### src/hw/rtl/sipq_pkg.sv
package sipq_pkg;

	localparam int QUEUE_DEPTH_DEF = 32;
	localparam int ID_W            = 8;
	localparam int KEY_W           = 8;
	localparam int OCC_W           = 6;
	localparam int STATUS_W        = 2;
	localparam int ENTRY_W         = ID_W + KEY_W;
	localparam int S_TDATA_W       = 16;
	localparam int M_TDATA_W       = 24;

	localparam logic [STATUS_W-1:0] ST_OK    = 2'd0;
	localparam logic [STATUS_W-1:0] ST_FULL  = 2'd1;
	localparam logic [STATUS_W-1:0] ST_EMPTY = 2'd2;

	localparam logic MODE_ENQ = 1'b0;
	localparam logic MODE_DEQ = 1'b1;

	typedef enum logic [2:0] {
		S_IDLE,
		S_ENQ_STEP,
		S_ENQ_CMP,
		S_DEQ_RD,
		S_DEQ_WAIT,
		S_RESP
	} sipq_state_t;

endpackage

### src/hw/rtl/sorted_insert_priority_queue.sv
// Channel | Direction | Handshake        | tuser           | tdata (lowest bit up)
// s       | in        | s_tvalid/s_tready| [0] mode        | [7:0] sender_id, [15:8] friend_count
// m       | out       | m_tvalid/m_tready| [1:0] status   | [7:0] out_sender_id,
//         |           |                  |                 | [15:8] out_friend_count, [21:16] occupancy
//
// One request at a time. Full enqueue and empty dequeue go straight to the response, and
// dequeue reads the head entry and then pops it. Enqueue shifts each held entry with a
// smaller key up one slot, then writes the new entry; each shifted entry costs one read and one
// compare-and-write on the single-port entry memory through the shared ring address adder.
// arst_n clears the queue to empty; the entry memory itself is not cleared.
// A stalled result holds in the output register; the next request is taken meanwhile.
module sorted_insert_priority_queue
	import sipq_pkg::*;
#(
	parameter int QUEUE_DEPTH = QUEUE_DEPTH_DEF
) (
	input  logic                 clk,
	input  logic                 arst_n,
	input  logic                 s_tvalid,
	output logic                 s_tready,
	input  logic [S_TDATA_W-1:0] s_tdata,  // [7:0] sender_id, [15:8] friend_count
	input  logic                 s_tuser,  // [0] mode
	output logic                 m_tvalid,
	input  logic                 m_tready,
	output logic [M_TDATA_W-1:0] m_tdata,  // [7:0] out_sender_id, [15:8] out_friend_count,
	                                       // [21:16] occupancy, [23:22] zero
	output logic [STATUS_W-1:0]  m_tuser   // [1:0] status
);

	localparam int IDX_W = (QUEUE_DEPTH > 1) ? $clog2(QUEUE_DEPTH) : 1;
	localparam int CNT_W = $clog2(QUEUE_DEPTH + 1);
	localparam logic [IDX_W:0] DEPTH_EXT = (IDX_W + 1)'(QUEUE_DEPTH);
	localparam logic [CNT_W-1:0] DEPTH_CNT = CNT_W'(QUEUE_DEPTH);

	sipq_state_t state_q, state_nxt;

	logic [CNT_W-1:0]   count_q;
	logic [IDX_W-1:0]   head_q;
	logic [CNT_W-1:0]   pos_q;
	logic [ID_W-1:0]    id_q;
	logic [KEY_W-1:0]   key_q;
	logic [STATUS_W-1:0] res_status_q;
	logic [ID_W-1:0]    res_id_q;
	logic [KEY_W-1:0]   res_key_q;
	logic [STATUS_W-1:0] out_status_q;
	logic [ID_W-1:0]    out_id_q;
	logic [KEY_W-1:0]   out_key_q;
	logic [OCC_W-1:0]   out_occ_q;
	logic               out_valid_q;

	logic [ENTRY_W-1:0] mem_q [QUEUE_DEPTH];
	logic [ENTRY_W-1:0] rd_data_q;

	logic               s_fire;
	logic               in_mode;
	logic               is_full;
	logic               is_empty;
	logic               out_free;
	logic               stop_here;
	logic [IDX_W-1:0]   k_sel;
	logic [IDX_W:0]     ring_sum;
	logic [IDX_W-1:0]   addr;
	logic               mem_we;
	logic               mem_re;
	logic               wr_new;
	logic [ENTRY_W-1:0] wr_data;
	logic [CNT_W-1:0]   count_dec;

	assign in_mode   = s_tuser;
	assign s_fire    = s_tvalid && s_tready;
	assign is_full   = (count_q == DEPTH_CNT);
	assign is_empty  = (count_q == '0);
	assign out_free  = !out_valid_q || m_tready;
	assign stop_here = (rd_data_q[KEY_W-1:0] >= key_q);
	assign count_dec = count_q - CNT_W'(1);

	// shared ring address unit: head plus offset, wrapped once
	always_comb begin
		k_sel = pos_q[IDX_W-1:0];
		if (state_q == S_ENQ_STEP && pos_q != '0) begin
			k_sel = IDX_W'(pos_q - CNT_W'(1));
		end else if (state_q == S_DEQ_RD) begin
			k_sel = '0;
		end
		ring_sum = {1'b0, head_q} + {1'b0, k_sel};
		if (ring_sum >= DEPTH_EXT) begin
			addr = IDX_W'(ring_sum - DEPTH_EXT);
		end else begin
			addr = ring_sum[IDX_W-1:0];
		end
	end

	always_comb begin
		state_nxt = state_q;
		case (state_q)
			S_IDLE: begin
				if (s_fire) begin
					if (in_mode == MODE_ENQ) begin
						state_nxt = is_full ? S_RESP : S_ENQ_STEP;
					end else begin
						state_nxt = is_empty ? S_RESP : S_DEQ_RD;
					end
				end
			end
			S_ENQ_STEP: state_nxt = (pos_q == '0) ? S_RESP : S_ENQ_CMP;
			S_ENQ_CMP:  state_nxt = stop_here ? S_RESP : S_ENQ_STEP;
			S_DEQ_RD:   state_nxt = S_DEQ_WAIT;
			S_DEQ_WAIT: state_nxt = S_RESP;
			S_RESP:     state_nxt = out_free ? S_IDLE : S_RESP;
			default:    state_nxt = S_IDLE;
		endcase
	end

	always_comb begin
		s_tready = 1'b0;
		mem_we   = 1'b0;
		mem_re   = 1'b0;
		wr_new   = 1'b0;
		case (state_q)
			S_IDLE:     s_tready = 1'b1;
			S_ENQ_STEP: begin
				if (pos_q == '0) begin
					mem_we = 1'b1;
					wr_new = 1'b1;
				end else begin
					mem_re = 1'b1;
				end
			end
			S_ENQ_CMP: begin
				mem_we = 1'b1;
				wr_new = stop_here;
			end
			S_DEQ_RD:   mem_re = 1'b1;
			default: begin
			end
		endcase
	end

	assign wr_data = wr_new ? {id_q, key_q} : rd_data_q;

	always_ff @(posedge clk) begin
		if (mem_we) begin
			mem_q[addr] <= wr_data;
		end
		if (mem_re) begin
			rd_data_q <= mem_q[addr];
		end
	end

	always_ff @(posedge clk or negedge arst_n) begin
		if (!arst_n) begin
			state_q     <= S_IDLE;
			count_q     <= '0;
			head_q      <= '0;
			out_valid_q <= 1'b0;
		end else begin
			state_q <= state_nxt;
			if (wr_new) begin
				count_q <= count_q + CNT_W'(1);
			end
			if (state_q == S_DEQ_WAIT) begin
				count_q <= count_dec;
				if (count_dec == '0) begin
					head_q <= '0;
				end else if (head_q == IDX_W'(QUEUE_DEPTH - 1)) begin
					head_q <= '0;
				end else begin
					head_q <= head_q + IDX_W'(1);
				end
			end
			if (state_q == S_RESP && out_free) begin
				out_valid_q <= 1'b1;
			end else if (m_tready) begin
				out_valid_q <= 1'b0;
			end
		end
	end

	always_ff @(posedge clk) begin
		if (s_fire) begin
			id_q      <= s_tdata[ID_W-1:0];
			key_q     <= s_tdata[ID_W +: KEY_W];
			pos_q     <= count_q;
			res_id_q  <= '0;
			res_key_q <= '0;
			if (in_mode == MODE_ENQ && is_full) begin
				res_status_q <= ST_FULL;
			end else if (in_mode == MODE_DEQ && is_empty) begin
				res_status_q <= ST_EMPTY;
			end else begin
				res_status_q <= ST_OK;
			end
		end
		if (state_q == S_ENQ_CMP && !stop_here) begin
			pos_q <= pos_q - CNT_W'(1);
		end
		if (state_q == S_DEQ_WAIT) begin
			res_id_q  <= rd_data_q[KEY_W +: ID_W];
			res_key_q <= rd_data_q[KEY_W-1:0];
		end
		if (state_q == S_RESP && out_free) begin
			out_status_q <= res_status_q;
			out_id_q     <= res_id_q;
			out_key_q    <= res_key_q;
			out_occ_q    <= OCC_W'(count_q);
		end
	end

	assign m_tvalid = out_valid_q;
	assign m_tuser  = out_status_q;
	assign m_tdata  = {(M_TDATA_W - OCC_W - KEY_W - ID_W)'(0), out_occ_q, out_key_q, out_id_q};

endmodule

### config.mk
export PLATFORM = sky130hd
export DESIGN_NAME = sorted_insert_priority_queue
export DESIGN_NICKNAME = d
export VERILOG_FILES = /design/src/hw/rtl/sipq_pkg.sv /design/src/hw/rtl/sorted_insert_priority_queue.sv
export SDC_FILE = /design/constraint.sdc
export NUM_CORES = 1
export LEC_CHECK = 0
export ABC_AREA = 1
export BUFFER_PORTS_ARGS = -buffer_cell sky130_fd_sc_hd__clkbuf_2
export CORE_UTILIZATION = 45
export CTS_BUF_LIST = sky130_fd_sc_hd__clkbuf_8
export DETAILED_ROUTE_END_ITERATION = 16
export GPL_ROUTABILITY_DRIVEN = 0
export SLEW_MARGIN = 0
export SYNTH_ARGS = -nofsm -noshare
export SYNTH_HDL_FRONTEND = slang
export SYNTH_SLANG_ARGS = --single-unit
### constraint.sdc
create_clock -name clk -period 9.8 [get_ports clk]
set_input_delay 2.45 -clock clk [delete_from_list [all_inputs] [get_ports clk]]
set_output_delay 2.45 -clock clk [all_outputs]
set_load 0.03 [all_outputs]
**Yosys cells after proc, flatten, opt, wreduce, memory -nomap -nowiden**

Memories as Yosys holds them, arrays and structs flattened. A register that Yosys moved wholly into a read port is not among the register bits.
Cells that the tools add are included.

- Add/subtract/negate cells: 6
- Order comparisons: 2
- Equal/unequal tests: 8
- Multiplexer cells: 32
- Bitwise logic cells: 1
- Reduce and logical (&&, ||, !) cells: 18

Operator list:

| operator | count |
|---|---|
| $mux 5 | 5 |
| $mux 6 | 4 |
| $mux 8 | 3 |
| $mux 3 | 7 |
| $logic_not 6->1 | 3 |
| $pmux 3 s6 | 1 |
| $mux 16 | 1 |
| $sub 6x1->6 const B | 2 |
| $ge 8x8->1 | 1 |
| $reduce_bool 2->1 | 4 |
| $mux 1 | 7 |
| $add 5x5->6 | 1 |
| $add 6x1->6 const B | 1 |
| $eq 3x2->1 const B | 2 |
| $eq 3x3->1 const B | 2 |
| $eq 6x6->1 const B | 1 |
| $ge 6x6->1 const B | 1 |
| $logic_and 1x1->1 | 6 |
| $pmux 1 s2 | 3 |
| $reduce_bool 6->1 | 1 |
| $add 5x1->5 const B | 1 |
| $eq 5x5->1 const B | 1 |
| $sub 5x1->5 const B | 1 |
| $eq 3x1->1 const B | 1 |
| 6 further kinds | 7 |

- Register bits after elaboration: 79
- Bits in writable memories: 512
- Input port bits: 21
- Output and inout bits: 28
- Memories: 1

Memory list:

| name | depth | width | read ports | clocked after Yosys merged registers in | write ports | line | RTL |
|---|---|---|---|---|---|---|---|
| mem_q | 32 | 16 | 1 | 1 | 1 | sorted_insert_priority_queue.sv:51 | `logic [ENTRY_W-1:0] mem_q [QUEUE_DEPTH];` |

**Longest topological paths before layout**

Gate-level depths: netlist of the first run.

- Depth in word-level cells: 6
- Gate-level depth with buffers: 23

**Least setup slack after synthesis of the first run**

No wires, ideal clock.

- Path type: register -> register
- From: register pos_q[0]
- To: memory mem_q[4][0] in the netlist's numbering, enable pin
- Library setup time: 388 ps
- Arrival: 3775 ps
- Required time: 9412 ps
- Path slack: 5637 ps
- Stages on the path, launching flop included: 17
- Path buffers: 2
- Clock period less this slack: 4163 ps
- Cells stage by stage: edfxtp_1 > inv_1 > ha_1 > nand3_1 > nand2_2 > nand2_1 > nand2_1 > o21ai_0 > inv_1 > ha_1 > inv_1 > fa_1 > xnor2_1 > buf_2 > buf_2 > nand4_1 > nor2_1

- Longest elaborated chain between the ends: 6
- Elaborated cells between the ends (all ways): 14
- Those cells by class: add/sub (3); order compare (1); mux (7); reduce/logical (3)

Ends and longest elaborated chain:

| item | line | RTL |
|---|---|---|
| from (decl) | sorted_insert_priority_queue.sv:39 | `logic [CNT_W-1:0] pos_q;` |
| from (signal assigned) | sorted_insert_priority_queue.sv:183 | `pos_q <= count_q;` |
| from (signal assigned) | sorted_insert_priority_queue.sv:195 | `pos_q <= pos_q - CNT_W'(1);` |
| branches (longest 6 deep; another with $sub 6x1->6) | - |  |
| to (decl) | sorted_insert_priority_queue.sv:51 |  |

Several ways; the timed one is not identified.

**Final worst setup path of the first run**

- From: register pos_q[0]
- To: memory mem_q[15][7] in the netlist's numbering, enable pin

The elaborated chain is that of the path after synthesis.

==> run_results.csv, run 1 <==
group,metric,value,unit
run_status,status,"finished, final reports clean",
final_layout,areaGrowthSynthToFinish,11.9,%
setup_path,critPathMaxStageDelay,1.10,ns
clock_network,cts-root-buf,"clkbuf_8",
clock_network,h-tree-depth,3,
logic_synthesis,syn_area_per_cell,12.0,um2
final_layout,drive_gt1_frac,0.115,
timing,setup-tns-final,0,ns
floorplanning,initial_core_util,0.457,
grt,track_usage,0.235,
clock_network,clock-sinks,607,
logic_synthesis,synth_ff_type,"edfxtp_1",
floorplanning,die_y,237,um
floorplanning,die_w,237,um
logic_synthesis,synth_area,0.0248,mm2
floorplanning,fp.dieArea,0.0560,mm2
setup_path,cp_cell_sequence,"inv_1 -> ha_1 -> nand3_1 -> nand2_2 -> nand2_1 -> nand2_1 -> o21ai_0 -> inv_1 -> ha_1 -> inv_1 -> fa_1 -> inv_1 -> nand2_4 -> clkinv_1 -> buf_4 -> nand2_1 -> nor2_1",
route,drtIter0Drc,1461,
setup_path,slowest_stage,"nor2_1",
setup_path,crit_required,10.10,ns
logic_synthesis,yosysTopAreaCell,"edfxtp_1",
setup_path,crit_fanout,28,
grt,grt_max_degree,91,
logic_synthesis,synth_edf_count,592,
timing,fmax,170,MHz
timing,hold_violations,0,
final_layout,fill_cells,4706,
final_layout,stdcell_area,0.0277,mm2
grt,grt_pass1_vias,15400,
timing,drv_slew,0,
grt,gr-total-overflow,0,
worst_hold_path,worstHoldPathType,"reg -> reg",
setup_path,start_kind,"flop",
placement,detailed_place.area,0.0260,mm2
route,firstDrtPassIters,6,
logic_synthesis,synthTopCellsByArea,"edfxtp_1 72%, a21oi_1 4.6%, nor2_1 4.5%",
setup_path,path_common_cell,"inv_1",
logic_synthesis,synthCells,2070,
logic_synthesis,yosys_warnings,0,
logic_synthesis,synth_top_cell_area_share,0.718,
route,drtAntennaViolNets,0,
floorplanning,num_rows,85,
floorplanning,coreArea,0.0541,mm2
logic_synthesis,netlist_top_cells_count,"592 x edfxtp_1, 298 x nor2_1, 284 x inv_1",
final_layout,antenna_cells,0,
clock_network,clockBufferDepth,3,
timing,timing.hold.ws,0.417,ns
clock_network,hold_buffers,0,
final_layout,utilization,0.512,
route,routed_wl,64900,um
timing,period_share,0.602,
clock_network,post_cts_resized,0,
logic_synthesis,ys_ff_latch,607,
route,vias,15900,
timing,period_minus_slack,5.90,ns
placement,hpwlAfterDp,38700,um
route,viasPerCell,5.36,
timing,finClkSkew,0.0449,ns
timing,worstMarginPinSlew,1.35,ns
floorplanning,io_pins,49,
setup_path,end_kind,"flop",
grt,grt_pass1_wl,97600,um
clock_network,clkTransAtPathRegs,0.06,ns
logic_synthesis,yosysMostFrequentCell,"edfxtp_1",
setup_path,crit_type,"reg -> reg",
logic_synthesis,yosysUniqueCellTypes,32,
flow_run,maxCapViolCount,0,
final_layout,nNetsFinal,2233,
setup_path,critPathLaunch,"pos_q[0]$_DFFE_PP_",
route,wl_per_cell,22.0,um
setup_path,timing.rr.start,"pos_q[0]$_DFFE_PP_",
clock_network,tritoncts,"yes",
grt,antenna_found_initial,2,
worst_hold_path,worstHoldStart,"res_id_q[7]$_SDFFCE_PN0P_",
clock_network,postCtsSetupBuffers,0,
clock_network,insertion_delay,0.70,ns
logic_synthesis,synthArstFlopShare,0.0247,
clock_network,cts_buffers,100,
setup_path,crit_arrival,6.20,ns
timing,rsz0062_at_grt,"false",
route,drc,0,
placement,port_buffers,46,
timing,slew_headroom,0.0967,
timing,final-setup-viol-count,0,
logic_synthesis,ys_seq_area_frac,0.733,
metal layers:
metal | GRT usage | vias up | part of all wire | routed length, um
li1 | - | 7326 | - | -
met1 | 0.318 | 7770 | 0.42 | 27500
met2 | 0.366 | 612 | 0.46 | 29900
met3 | 0.0521 | 145 | 0.075 | 4870
met4 | 0.101 | 4 | 0.041 | 2630
met5 | 0 | - | 0.00040 | 26
placed cells by master (no fill, tap or decap), types with 3 or more instances in the layout:
cell type / n
nand4_1: 40
nand3_2: 6
o21ai_0: 13
buf_4: 59
xor2_1: 10
nand3_1: 186
ha_1: 21
clkinv_1: 27
nor3_1: 6
dfrtp_1: 15
inv_1: 314
nor2_1: 296
clkbuf_2: 46
nand2_1: 242
clkinv_2: 13
inv_2: 3
o21ai_2: 16
edfxtp_1: 592
clkbuf_8: 100
a21oi_1: 228
registers in the layout, indices dropped and copies added (netlist names):
name and count:
mem_q 512, rd_data_q 16, id_q 8, key_q 8, out_id_q 8, out_key_q 8, res_id_q 8, res_key_q 8
count_q 6, out_occ_q 6, pos_q 6, head_q 5, state_q 3, m_tuser 2, res_status_q 2, m_tvalid 1
cell families (layout without fill, tap and decap cells):
kind of cell	after synthesis	in the layout	share of synthesized area
xor gates and xnor gates	16	16	0.00596
adders and majority gates	22	22	0.0114
AOI/OAI and AO/OA	262	262	0.0535
buffers and inverters	376	566	0.0606
other	1	2	0.000151
DFF	607	607	0.733
and+or+nand+nor	786	786	0.135
final timing paths:
path | end | slack, ns | cells after the start
setup / recovery | mem_q[15][7]$_DFFE_PP_ | 3.90 | 17
hold / removal | out_id_q[7]$_DFFE_PP_ | 0.42 | 0
max in group asynchronous | count_q[5]$_DFFE_PN0P_ | 7.78 | 1
hold reg to reg | out_id_q[7]$_DFFE_PP_ | 0.42 | 0
setup reg to reg | mem_q[15][7]$_DFFE_PP_ | 3.90 | 17
min in group asynchronous | state_q[0]$_DFFE_PN0P_ | 1.71 | 1
area by class of cell:
class                      count  area [um2]  share of cell area
clock buffer                 100        1380              0.0497
sequential                   607       18200               0.655
multi-input combinational   1088        5250               0.189
tap                          696         871              0.0314
inverter                     288        1080              0.0390
timing repair buffer         105         673              0.0243
clock inverter                73         317              0.0114
critical path, delay by kind of cell, from the launching register on:
kind | cells | cell delay [ns]
fa+ha+maj | 3 | 0.90
buf+inv | 6 | 1.28
flops | 1 | 0.42
simple gates | 7 | 2.76
compound gates | 1 | 0.12
stage by stage:
step | instances | setup slack (ns)
floorplan | 2071 | 5.64
global placement | 2783 | 4.00
detailed placement | 2783 | 3.86
CTS | 2956 | 3.88
global route | 2957 | 3.55
finish | 2957 | 3.90
Power of run 1 is not shown: default switching activity piles up to over one toggle a cycle in this logic, so the estimate is an artifact.
==> run 2: changes to the inputs <==
==> constraint.sdc (replaced) <==
create_clock -name clk -period 5.4 [get_ports clk]
set_input_delay 1.35 -clock clk [delete_from_list [all_inputs] [get_ports clk]]
set_output_delay 1.35 -clock clk [all_outputs]
set_load 0.03 [all_outputs]
==> run_results.csv, run 2 (synthesis results as in run 1) <==
group,metric,value,unit
grt,grt_pass1_wl,95400,um
setup_path,crit_type,"reg -> reg",
floorplanning,die_y,237,um
setup_path,timing.rr.start,"pos_q[0]$_DFFE_PP_",
setup_path,critPathCapture,"rd_data_q[10]$_DFFE_PP_",
timing,rsz0062_at_grt,"false",
grt,track_usage,0.230,
timing,slew_headroom,0.248,
timing,period_share,0.818,
route,routed_wl,63300,um
grt,grt_util_met2,0.363,
grt,grtUsageMet1,0.317,
worst_hold_path,worstHoldPathType,"reg -> reg",
setup_path,path_delay_family,"simple AND/OR/NAND/NOR gates",
clock_network,tritoncts,"yes",
final_layout,drive_gt1_frac,0.117,
clock_network,clock-sinks,607,
route,firstDrtPassIters,5,
setup_path,cp_cell_sequence,"inv_1 -> ha_1 -> nand3_1 -> nand2_2 -> nand2_1 -> buf_4 -> nand2_1 -> o21ai_0 -> inv_1 -> ha_1 -> inv_1 -> fa_1 -> nand2_4 -> buf_12 -> nor2_1 -> a21oi_1 -> nand3_1 -> nand3_1 -> nand2_1 -> nand2_1 -> nand2_1",
clock_network,hold_buffers,0,
route,drtAntennaViolNets,0,
timing,final-setup-viol-count,0,
grt,antenna_found_initial,1,
setup_path,critPathLaunch,"pos_q[0]$_DFFE_PP_",
final_layout,top_register,"mem_q",
grt,grt_pass1_vias,15400,
route,drc,0,
clock_network,postCtsSetupBuffers,0,
setup_path,end_kind,"flop",
final_layout,seq_area,0.0182,mm2
grt,grt_use_met3,0.0457,
setup_path,critPathMaxStageDelay,0.59,ns
run_status,status,"finished, final reports clean",
clock_network,post_cts_resized,0,
timing,worstMarginPinSlew,1.13,ns
clock_network,cts-root-buf,"clkbuf_8",
placement,hpwlAfterDp,36600,um
final_layout,final_common_cell,"edfxtp_1",
route,viasPerCell,5.31,
setup_path,path_common_cell,"nand2_1",
placement,detailed_place.area,0.0262,mm2
placement,dp_cells,2793,
final_layout,largest_reg_flops,512,
timing,hold_violations,0,
final_layout,multi_input_area,0.00525,mm2
final_layout,final_cell_mix,"592 x edfxtp_1, 326 x inv_1, 296 x nor2_1",
setup_path,start_kind,"flop",
setup_path,worstRegToRegCells,21,
timing,finClkSkew,0.0423,ns
setup_path,crit_arrival,4.88,ns
route,vias,15800,
floorplanning,coreArea,0.0541,mm2
grt,grt_max_degree,95,
grt,gr-total-overflow,0,
clock_network,h-tree-depth,3,
placement,post-place-ws,0.943,ns
timing,setup_slack,0.985,ns
floorplanning,io_pins,49,
placement,port_buffers,46,
final_layout,areaGrowthSynthToFinish,13.0,%
setup_path,crit_required,5.87,ns
final_layout,final_cells,2971,
setup_path,reg2reg_slack,0.98,ns
setup_path,slowest_stage,"nand2_4",
timing,fmax,226,MHz
final_layout,stdcell_area,0.0280,mm2
setup_path,worst-path-stages,21,
timing,period_minus_slack,4.42,ns
setup_path,path_buf_inv,5,
route,drtIter0Drc,1612,
floorplanning,initial_core_util,0.457,
flow_run,maxCapViolCount,0,
floorplanning,fp.dieArea,0.0560,mm2
clock_network,clkTransAtPathRegs,0.06,ns
timing,drv_slew,0,
route,wl_per_cell,21.3,um
final_layout,nNetsFinal,2242,
final_layout,reg_top3,"mem_q x512, rd_data_q x16",
floorplanning,die_w,237,um
floorplanning,num_rows,85,
clock_network,clockBufferDepth,3,
grt,top_usage_layer,"met2",
setup_path,crit_fanout,52,
clock_network,cts_buffers,100,
clock_network,insertion_delay,0.71,ns
timing,setup-tns-final,0,ns
final_layout,fill_cells,4595,
setup_path,reg2reg_to,"rd_data_q[10]$_DFFE_PP_",
-- run 2: worst reg2reg max path, stage by stage (launching register included) --
cell and delay [ns]:
edfxtp_1 0.39, inv_1 0.09, ha_1 0.20, nand3_1 0.11, nand2_2 0.11, nand2_1 0.08, buf_4 0.35, nand2_1 0.08
o21ai_0 0.09, inv_1 0.07, ha_1 0.20, inv_1 0.08, fa_1 0.53, nand2_4 0.59, buf_12 0.34, nor2_1 0.08
a21oi_1 0.19, nand3_1 0.13, nand3_1 0.27, nand2_1 0.09, nand2_1 0.08, nand2_1 0.06
-- run 2: worst min path at each step --
stage,startpoint,endpoint,slack (ns),cells past startpoint
global placement,res_id_q[6]$_SDFFCE_PN0P_,out_id_q[6]$_DFFE_PP_,0.40,0
floorplan,res_status_q[0]$_SDFFCE_PP1P_,m_tuser[0]$_DFFE_PP_,0.40,0
CTS,res_key_q[1]$_SDFFCE_PN0P_,out_key_q[1]$_DFFE_PP_,0.40,0
detailed placement,res_status_q[0]$_SDFFCE_PP1P_,m_tuser[0]$_DFFE_PP_,0.40,0
global route,res_key_q[1]$_SDFFCE_PN0P_,out_key_q[1]$_DFFE_PP_,0.43,0
finish,res_key_q[1]$_SDFFCE_PN0P_,out_key_q[1]$_DFFE_PP_,0.41,0
-- run 2: final cells by class --
cell class / instances / area share
Multi-Input combinational cell: 1088 / 0.187
Sequential cell: 607 / 0.649
Timing Repair Buffer: 114 / 0.0296
Antenna cell: 1 / 0.0000894
Tap cell: 696 / 0.0311
Clock buffer: 106 / 0.0521
Inverter: 288 / 0.0386
Clock inverter: 71 / 0.0124
-- run 2: metrics by stage --
stage	hold slack, ns	utilization
floorplan	0.400	-
global placement	0.401	0.484
detailed placement	0.405	0.484
CTS	0.404	0.517
global route	0.425	0.517
finish	0.412	0.517
-- run 2: routing by layer --
metal	routed length, um	part of all wire
met5	0	0
met2	29500	0.47
met1	27400	0.43
met3	4530	0.072
met4	1910	0.030
Power of run 2 is left out for the same reason.
==> run 3: changes to the inputs <==
==> constraint.sdc (replaced) <==
create_clock -name clk -period 4.07 [get_ports clk]
set_input_delay 1.0175 -clock clk [delete_from_list [all_inputs] [get_ports clk]]
set_output_delay 1.0175 -clock clk [all_outputs]
set_load 0.03 [all_outputs]
==> run_results.csv, run 3 (synthesis results as in run 1) <==
group,metric,value,unit
route,firstDrtPassIters,5,
route,drc,0,
final_layout,final_common_cell,"edfxtp_1",
setup_path,critPathMaxStageDelay,0.54,ns
timing,period_minus_slack,3.86,ns
floorplanning,fp.dieArea,0.0560,mm2
setup_path,crit_fanout,92,
floorplanning,io_pins,49,
clock_network,clkTransAtPathRegs,0.07,ns
clock_network,tritoncts,"yes",
worst_hold_path,worstHoldPathType,"in -> async",
floorplanning,die_y,237,um
flow_run,maxCapViolCount,0,
grt,grt_max_degree,93,
floorplanning,coreArea,0.0541,mm2
grt,antenna_found_initial,0,
final_layout,nNetsFinal,2260,
placement,post-place-ws,0.212,ns
timing,slew_headroom,0.235,
route,viasPerCell,5.30,
setup_path,path_common_cell,"nand2_1",
final_layout,largest_reg_flops,512,
setup_path,cp_cell_sequence,"inv_1 -> ha_1 -> nand3_1 -> nand2_2 -> nand2_1 -> nand2_1 -> o21ai_0 -> inv_1 -> ha_1 -> inv_1 -> fa_1 -> inv_1 -> nor2_4 -> buf_12 -> a21oi_1 -> nand3_1 -> nand3_1 -> nand2_1 -> nand2_1 -> nand2_1",
run_status,status,"finished, final reports clean",
timing,fmax,259,MHz
timing,final-setup-viol-count,0,
placement,hpwlAfterDp,37400,um
timing,hold_violations,0,
placement,port_buffers,46,
final_layout,final_cell_mix,"592 x edfxtp_1, 310 x inv_1, 288 x nor2_1",
timing,rsz0062_at_grt,"false",
timing,worstMarginPinSlew,1.15,ns
grt,gr-total-overflow,0,
timing,period_share,0.949,
grt,grt_pass1_vias,15400,
clock_network,postCtsSetupBuffers,0,
floorplanning,die_w,237,um
final_layout,drive_gt1_frac,0.127,
clock_network,clock-sinks,607,
floorplanning,initial_core_util,0.457,
clock_network,clockBufferDepth,3,
setup_path,slowest_stage,"fa_1",
route,wl_per_cell,21.0,um
route,drtIter0Drc,1549,
final_layout,top_register,"mem_q",
timing,setup_slack,0.207,ns
grt,grt_pass1_wl,95000,um
floorplanning,num_rows,85,
grt,track_usage,0.227,
clock_network,h-tree-depth,3,
route,drtAntennaViolNets,0,
clock_network,hold_buffers,0,
setup_path,path_buf_inv,5,
setup_path,crit_arrival,4.40,ns
setup_path,crit_required,4.61,ns
route,routed_wl,62800,um
final_layout,reg_top3,"mem_q x512, rd_data_q x16",
final_layout,areaGrowthSynthToFinish,13.9,%
timing,drv_slew,0,
setup_path,path_delay_family,"simple AND/OR/NAND/NOR gates",
clock_network,cts_buffers,98,
timing,setup-tns-final,0,ns
timing,timing.hold.ws,0.258,ns
route,vias,15900,
timing,finClkSkew,0.0291,ns
clock_network,cts-root-buf,"clkbuf_8",
setup_path,end_kind,"flop",
setup_path,crit_type,"reg -> reg",
clock_network,insertion_delay,0.69,ns
setup_path,start_kind,"flop",
-- run 3: final cells by class --
class / count / area [um2]
fillers: 4614 / 25900
flip-flops and latches: 607 / 18200
inverters: 288 / 1080
repair buffers: 134 / 1140
clock inverters: 74 / 298
diodes: 1 / 2.50
well taps: 696 / 871
clock buffers: 101 / 1390
multi-input cells: 1088 / 5270
-- run 3: path summary, 6_finish.rpt --
path,end,cells after the start,start,slack [ns]
max,rd_data_q[15]$_DFFE_PP_,20,pos_q[0]$_DFFE_PP_,0.21
min,count_q[4]$_DFFE_PN0P_,1,arst_n,0.26
max reg2reg,rd_data_q[15]$_DFFE_PP_,20,pos_q[0]$_DFFE_PP_,0.21
min reg2reg,out_key_q[7]$_DFFE_PP_,0,res_key_q[7]$_SDFFCE_PN0P_,0.42
max in group asynchronous,m_tvalid$_DFFE_PN0P_,1,arst_n,3.50
min in group clk,out_key_q[7]$_DFFE_PP_,0,res_key_q[7]$_SDFFCE_PN0P_,0.42
-- run 3: worst register-to-register path, cell delays in order (launching register included) --
cell and delay, ns:
edfxtp_1 0.42, inv_1 0.13, ha_1 0.16, nand3_1 0.11, nand2_2 0.15, nand2_1 0.13, nand2_1 0.07, o21ai_0 0.08
inv_1 0.07, ha_1 0.15, inv_1 0.06, fa_1 0.54, inv_1 0.12, nor2_4 0.15, buf_12 0.38, a21oi_1 0.27
nand3_1 0.12, nand3_1 0.24, nand2_1 0.16, nand2_1 0.11, nand2_1 0.10
-- run 3: per-layer routing --
metal | vias up | wire length, um | track usage
met4 | 2 | 1440 | 0.0799
met3 | 102 | 4760 | 0.0414
met5 | - | 58 | 0
met2 | 636 | 29000 | 0.353
li1 | 7389 | - | -
met1 | 7723 | 27600 | 0.323
-- run 3: repair_timing --
item                                   in CTS  in global routing
endpoints found under the hold margin       0                  0
setup endpoints to repair                   0                244
gates resized for setup                     0                  2
-- run 3: per-stage QoR --
stage / instances / cell area (um2) / utilization
2_1_floorplan: 2071 / 24800 / -
3_3_place_gp: 2812 / 26500 / 0.489
3_5_place_dp: 2812 / 26500 / 0.489
4_1_cts: 2987 / 28200 / 0.520
5_1_grt: 2988 / 28200 / 0.521
6_report: 2989 / 28200 / 0.521
Power of run 3 is left out for the same reason.
